--- src/rtl/bitmap_range_engine_defines.svh ---
// assertion macros shared by the bitmap range engine rtl
// expects signals clk and rst in the scope of each use
`ifndef BITMAP_RANGE_ENGINE_DEFINES_SVH
`define BITMAP_RANGE_ENGINE_DEFINES_SVH

// condition holds at every edge outside reset
`define BRE_ASSERT_ALWAYS(name, cond, msg) \
  name: assert property (@(posedge clk) disable iff (rst) (cond)) else $error(msg);

// consequence holds at the edge after the trigger
`define BRE_ASSERT_NEXT(name, trig, cons, msg) \
  name: assert property (@(posedge clk) disable iff (rst) (trig) |=> (cons)) else $error(msg);

// consequence holds at the same edge as the trigger
`define BRE_ASSERT_SAME(name, trig, cons, msg) \
  name: assert property (@(posedge clk) disable iff (rst) (trig) |-> (cons)) else $error(msg);

`endif

--- src/rtl/bre_pkg.sv ---
// shared types and constants of the bitmap range engine
// no dependencies
package bre_pkg;

  localparam int WORD_BITS_DEF  = 64;
  localparam int WORD_COUNT_DEF = 64;

  localparam int MODE_W   = 3;
  localparam int START_W  = 12;
  localparam int LENGTH_W = 13;
  // range end holds the largest start plus the largest length without wrapping
  localparam int STOP_W   = 14;

  typedef enum logic [MODE_W-1:0] {
    MODE_SET   = 3'd0,
    MODE_CLEAR = 3'd1,
    MODE_FLIP  = 3'd2,
    MODE_CHECK = 3'd3,
    MODE_READ  = 3'd4
  } mode_t;

  // command token walking the row of cells
  typedef struct packed {
    logic [MODE_W-1:0]  mode;
    logic               act;    // command is carried out
    logic [START_W-1:0] start;  // first bit of range
    logic [STOP_W-1:0]  stop;   // one past last bit of range
    logic               val;    // check value
    logic               res;    // running result bit
    logic               err;    // range error
  } tok_t;

endpackage

--- src/rtl/bre_cell.sv ---
// one cell of the bitmap row: holds one word, applies the passing command to it
// depends on bre_pkg
module bre_cell #(
  parameter int WORD_BITS  = bre_pkg::WORD_BITS_DEF,
  parameter int WORD_COUNT = bre_pkg::WORD_COUNT_DEF,
  parameter int IDX        = 0
) (
  input  logic          clk,
  input  logic          rst,
  input  logic          in_valid,
  input  bre_pkg::tok_t in_tok,
  output logic          out_valid,
  output bre_pkg::tok_t out_tok
);

  localparam int POS_W = $clog2(WORD_BITS * WORD_COUNT + (1 << bre_pkg::STOP_W));
  localparam int CNT_W = $clog2(WORD_BITS + 1);
  localparam int SH_W  = $clog2(WORD_BITS);
  localparam logic [POS_W-1:0] BASE = POS_W'(IDX * WORD_BITS);
  localparam logic [POS_W-1:0] TOP  = POS_W'((IDX + 1) * WORD_BITS);
  localparam logic [WORD_BITS:0] ONE_EXT = (WORD_BITS + 1)'(1);

  logic [WORD_BITS-1:0] word;
  logic [WORD_BITS-1:0] word_next;
  logic [WORD_BITS-1:0] mask;
  logic [WORD_BITS:0]   ones_ext;
  logic [POS_W-1:0]     lo;
  logic [POS_W-1:0]     hi;
  logic [POS_W-1:0]     span;
  logic [CNT_W-1:0]     n;
  logic [SH_W-1:0]      sh;
  logic                 hit;
  bre_pkg::tok_t        tok_next;

  // overlap of [start, stop) with this word
  always_comb begin
    lo   = (POS_W'(in_tok.start) > BASE) ? POS_W'(in_tok.start) : BASE;
    hi   = (POS_W'(in_tok.stop) < TOP) ? POS_W'(in_tok.stop) : TOP;
    hit  = hi > lo;
    span = hi - lo;
    n    = CNT_W'(span);
    sh   = SH_W'(lo - BASE);
    ones_ext = (ONE_EXT << n) - ONE_EXT;
    mask = hit ? (ones_ext[WORD_BITS-1:0] << sh) : '0;
  end

  always_comb begin
    tok_next  = in_tok;
    word_next = word;
    case (in_tok.mode)
      bre_pkg::MODE_SET:   word_next = word | mask;
      bre_pkg::MODE_CLEAR: word_next = word & ~mask;
      bre_pkg::MODE_FLIP:  word_next = word ^ mask;
      bre_pkg::MODE_CHECK: begin
        if ((word & mask) != ({WORD_BITS{in_tok.val}} & mask)) tok_next.res = 1'b0;
      end
      bre_pkg::MODE_READ: begin
        if (in_tok.act && hit) tok_next.res = |(word & mask);
      end
      default: word_next = word;
    endcase
  end

  always_ff @(posedge clk) begin
    if (rst) begin
      word      <= '0;
      out_valid <= 1'b0;
    end else begin
      out_valid <= in_valid;
      if (in_valid && in_tok.act) word <= word_next;
    end
  end

  always_ff @(posedge clk) begin
    out_tok <= tok_next;
  end

endmodule

--- config.mk ---
export PLATFORM = sky130hd
export DESIGN_NAME = bre_cell
export DESIGN_NICKNAME = d
export VERILOG_FILES = /design/src/rtl/bitmap_range_engine_defines.svh /design/src/rtl/bre_pkg.sv /design/src/rtl/bre_cell.sv
export SDC_FILE = /design/constraint.sdc
export NUM_CORES = 1
export LEC_CHECK = 0
export BUFFER_PORTS_ARGS = -buffer_cell sky130_fd_sc_hd__buf_2
export CORE_MARGIN = 2
export CORE_UTILIZATION = 40
export DETAILED_ROUTE_END_ITERATION = 8
export PLACE_DENSITY = 0.64
export SYNTH_ARGS = -nofsm -noshare
export SYNTH_HDL_FRONTEND = slang
export SYNTH_SLANG_ARGS = --single-unit
--- constraint.sdc ---
create_clock -name clk -period 19.9 [get_ports clk]
set_clock_uncertainty 0.05 [all_clocks]
set_input_delay 3.98 -clock clk [delete_from_list [all_inputs] [get_ports clk]]
set_output_delay 3.98 -clock clk [all_outputs]
set_load 0.1 [all_outputs]
* After elaboration in Yosys (flattened, before gate mapping)
Cells that the tools add are included.
** Cells by class
- Shift operators :: 2
- Reduce and logical (&&, ||, !) cells :: 6
- $lt $le $gt $ge :: 3
- Add/subtract/negate cells :: 2
- Equal/unequal tests :: 5
- Bitwise logic cells :: 6
- Multiplexer cells :: 7
** Operators with widths (count)
- $and A64 B64 Y64 :: 3
- $pmux W64 S3 :: 1
- $mux W64 :: 1
- $ne A64 B64 Y1 :: 1
- $not A64 Y64 :: 1
- $or A64 B64 Y64 :: 1
- $reduce_or A64 Y1 :: 1
- $shl A1 B7 Y64 const A :: 1
- $shl A64 B6 Y64 :: 1
- $sub A64 B1 Y64 const B :: 1
- $xor A64 B64 Y64 :: 1
- $gt A14 B12 Y1 :: 1
- $lt A14 B7 Y1 const B :: 1
- $mux W14 :: 1
- $gt A12 B1 Y1 const B :: 1
- $mux W12 :: 1
- $sub A7 B7 Y7 :: 1
- $eq A3 B2 Y1 const B :: 2
- $eq A3 B1 Y1 const B :: 1
- $eq A3 B3 Y1 const B :: 1
- $logic_not A3 Y1 :: 1
- $reduce_bool A3 Y1 :: 1
- $logic_and A1 B1 Y1 :: 2
- $mux W1 :: 2
- 2 further kinds :: 2
** Storage, ports and cells
- Logic and storage cells :: 40
- Register bits after elaboration :: 98
- Output and inout bits :: 34
- Input port bits :: 36

* Longest topological paths before layout
- Word-level depth :: 11
- Depth in mapped cells :: 49
- Depth with buffers taken out :: 41

* Least setup slack after synthesis
No wires, ideal clock.
- Kind :: input port to flip-flop
- From :: input port in_tok[17] (netlist bit)
- To :: register out_tok[1] (netlist bit)
- Stages :: 47
- Data required time :: 19781 ps
- Library setup time :: 69 ps
- Arrival :: 12890 ps
- Buffers on the path :: 12
- Setup slack :: 6891 ps
- Cell sequence :: clkbuf_1 buf_1 clkbuf_1 buf_1 clkbuf_1 clkbuf_1 clkbuf_1 ha_1 fa_1 clkbuf_1 or4bb_1 a21oi_1 nor4_2 and2_1 buf_2 nor3_4 buf_4 buf_2 [11 not listed] mux2i_1 nor2_1 a21oi_1 nand2_1 inv_1 ha_1 nor4_1 o22ai_1 a211oi_1 o2111ai_1 nor3_1 o311a_1 o2111ai_1 a2111oi_0 nand4_1 nor4_1 nand4_1 o21ai_1
** RTL lines
- start, declared :: line bre_cell.sv:11 : input bre_pkg::tok_t in_tok,
- end signal, assigned :: line bre_cell.sv:75 : out_tok <= tok_next;
- end, declared :: line bre_cell.sv:13 : output bre_pkg::tok_t out_tok

==> key figures <==
GRT
  – Total track usage: 40.8%
  – Vias in the first global route: 23.8k
  – Initial antenna violation count: 6
  – Grt total ovfl: 0
  – Largest net degree at the start of global routing: 72
  – First-pass GRT wire length: 162000 µm

Placement
  – Number of port buffers: 69
  – Placement Setup Slack: 5.36 ns
  – DP Wirelength: 84500 µm
  – Cell Count Post-Placement: 3540
  – Final Wtd Congestion: 1.07

Routing
  – DR pass1 iterations: 7
  – Total wire length: 110000 µm
  – Via-per-instance ratio: 7.10
  – Vias post-DR: 25.3k
  – Routed Antenna Nets: 0
  – DRC viols: 0
  – DR WL/cell: 30.9 µm
  – Initial DRC Count: 4106

Final layout
  – Fillers: 5322
  – Fin util: 43.3%
  – Share of layout cells above drive strength 1: 11.4%
  – Final net count: 3122
  – Non-Filler Instances: 3559
  – P&R area growth vs syn: 7.01%

STA
  – F_max: 0.0685 GHz
  – Setup-failing EPs final: 0
  – Period minus WS final: 14.60 ns
  – Slew Viols, Final: 0
  – Setup Total Neg Slack: 0 ns
  – Final Worst Setup Slack: 5.30 ns
  – Final worst path period share: 73.3%
  – Fin. Hold Viols: 0
  – Relative slew slack: 5.50%
  – Worst Max-Slew Pin Slew: 1.40 ns
  – RSZ-0062 raised after global routing: false

Synth
  – Yosys cell types: 123
  – Post-synth EDFFs: 0
  – Ys Warns: 0
  – Top cells by area, synth: ha_1 13%, dfxtp_1 9.7%, nor2_1 5.2%
  – Synth Instances: 2912
  – Synth top area share: 12.7%
  – Cell taking the most area after synthesis: ha_1
  – Mean Syn Cell Area: 6.96 µm²
  – Sequential share of the synthesized area: 9.68%
  – Netlist Area Pre-Place: 20300 µm²
  – Post-synth ARST share: 0%
  – Synth Register Bits: 98
  – Dominant synthesized flop cell: dfxtp_1

Run
  – Max_cap viols: 0

Clock network
  – Hold_buf cts: 0
  – Post-CTS Setup Bufs: 0
  – CTS Buf Count: 9
  – Sink Count: 98
  – Htree depth: 3
  – Post-CTS resize count: 0
  – Clk pin slew, worst setup/hold paths: 0.09 ns
  – Root buf cell: clkbuf_16
  – Clock Path Buffers: 2
  – CTS tree: done
  – Clock Latency Late Sink: 0.42 ns

Power and ir drop
  – PD cells: 51.3 nW/µm²
  – Peak ir drop on the vdd network: 0.0000490 V
  – Static leakage: 0.00892 µW

Critical path
  – Setup crit start kind: input pin
  – Critical path peak fanout: 23
  – CP Capture Type: flop
  – Worst setup path class: in -> reg
  – CP required: 20.21 ns
  – CP max-delay cell: a21oi_2
  – Slowest stage delay, CP: 0.70 ns
  – Most frequent cell on the critical path: ha_1
  – Setup slack, reg-to-reg: 15.87 ns
  – CP arrival: 14.90 ns

Floorplan
  – Starting Density: 40.5%
  – I/O Pins: 70
  – Placement Rows: 82
  – Die area: 52500 µm²
  – DIE HEIGHT: 229 µm
  – Core area: 50100 µm²
  – Die Wd: 229 µm

Run status
  – Status: finished, final reports clean

Worst hold path
  – HP Class: reg -> reg
kinds of logic (layout without fill, tap and decap cells):
logic type | after synthesis | in the layout | share of synthesized area (%)
other cells | 1 | 8 | 0.0185
simple gates | 1092 | 1092 | 27.6
mux | 92 | 92 | 5.09
fa+ha+maj | 207 | 207 | 12.8
xor+xnor | 39 | 39 | 1.72
buf+inv | 421 | 389 | 8.17
compound gates | 962 | 962 | 34.9
flops | 98 | 98 | 9.68
cell usage after synthesis, drive strengths merged (22+ instances only):
master	n
nor2	287
nand2	251
inv	208
ha	206
a21oi	182
o21ai	157
clkbuf	153
a211oi	136
nand3	114
nor3	106
dfxtp	98
nor4	79
mux2i	70
o211ai	60
buf	57
nand4	54
a31oi	44
and3	33
o2111ai	27
o22ai	27
or3	26
xnor2	26
a22oi	25
a221oi	23
nand2b	23
o21a	23
and2	22
power breakdown:
part / internal, µW / switching [µW] / total (µW)
combinational: 201 / 491 / 692
clock: 99.8 / 108 / 208
sequential: 206 / 7.91 / 214
critical path: cells and delay by family:
kind,cells,cell delay [ns]
AO/OA/AOI/OAI,14,4.41
XOR/XNOR,1,0.20
adder cells (fa/ha/maj),4,1.56
buffers and inverters,5,0.85
multiplexers,2,0.85
AND/OR/NAND/NOR,10,3.04
final timing paths:
kind	cells after the start	from	to
setup reg to reg	15	word[7]	out_tok[1]
setup / recovery	36	in_tok[12]	out_tok[1]
hold / removal	2	word[47]	word[47]
hold reg to reg	2	word[47]	word[47]
per-stage QoR:
step / cell area, µm² / power [µW] / hold slack, ns
after CTS: 21700 / 1090 / 0.496
final: 21700 / 1110 / 0.496
after floorplan: 20300 / 653 / 0.461
after global placement: 21400 / 867 / 0.468
after global routing: 21700 / 1160 / 0.519
after detailed placement: 21400 / 872 / 0.484
per-layer routing:
layer  global-route usage [%]  share of wire (%)  vias to the layer above  wire length [µm]
li1                         -                  -                    11000                 -
met1                     57.4                 43                    12400             47100
met2                     58.3                 41                     1711             44700
met3                     12.9                 13                      240             14700
met4                     13.3                3.2                        2              3480
met5                        0              0.023                        -                25
registers in the layout, summed over array words and instances (netlist names):
signal,cells
out_tok,33
out_valid,1
word,64
final cells by class:
cell class | instances | area [µm²] | share of cell area, %
Antenna cell | 3 | 7.51 | 0.0346
Clock inverter | 7 | 82.6 | 0.381
Inverter | 211 | 792 | 3.65
Clock buffer | 9 | 225 | 1.04
Timing Repair Buffer | 162 | 1050 | 4.85
Tap cell | 672 | 841 | 3.88
Sequential cell | 98 | 1960 | 9.05
Multi-Input combinational cell | 2397 | 16700 | 77.1
cell usage in the layout (no fill, tap or decap), types with 66 or more instances in the layout:
cell	count
nor2_1	280
nand2_1	249
inv_1	207
ha_1	206
a21oi_1	176
o21ai_0	134
a211oi_1	133
nand3_1	106
dfxtp_1	98
buf_4	96
nor3_1	94
nor4_1	70
mux2i_1	69
buf_2	66
Note: power is estimated with default switching activity, not from simulation.
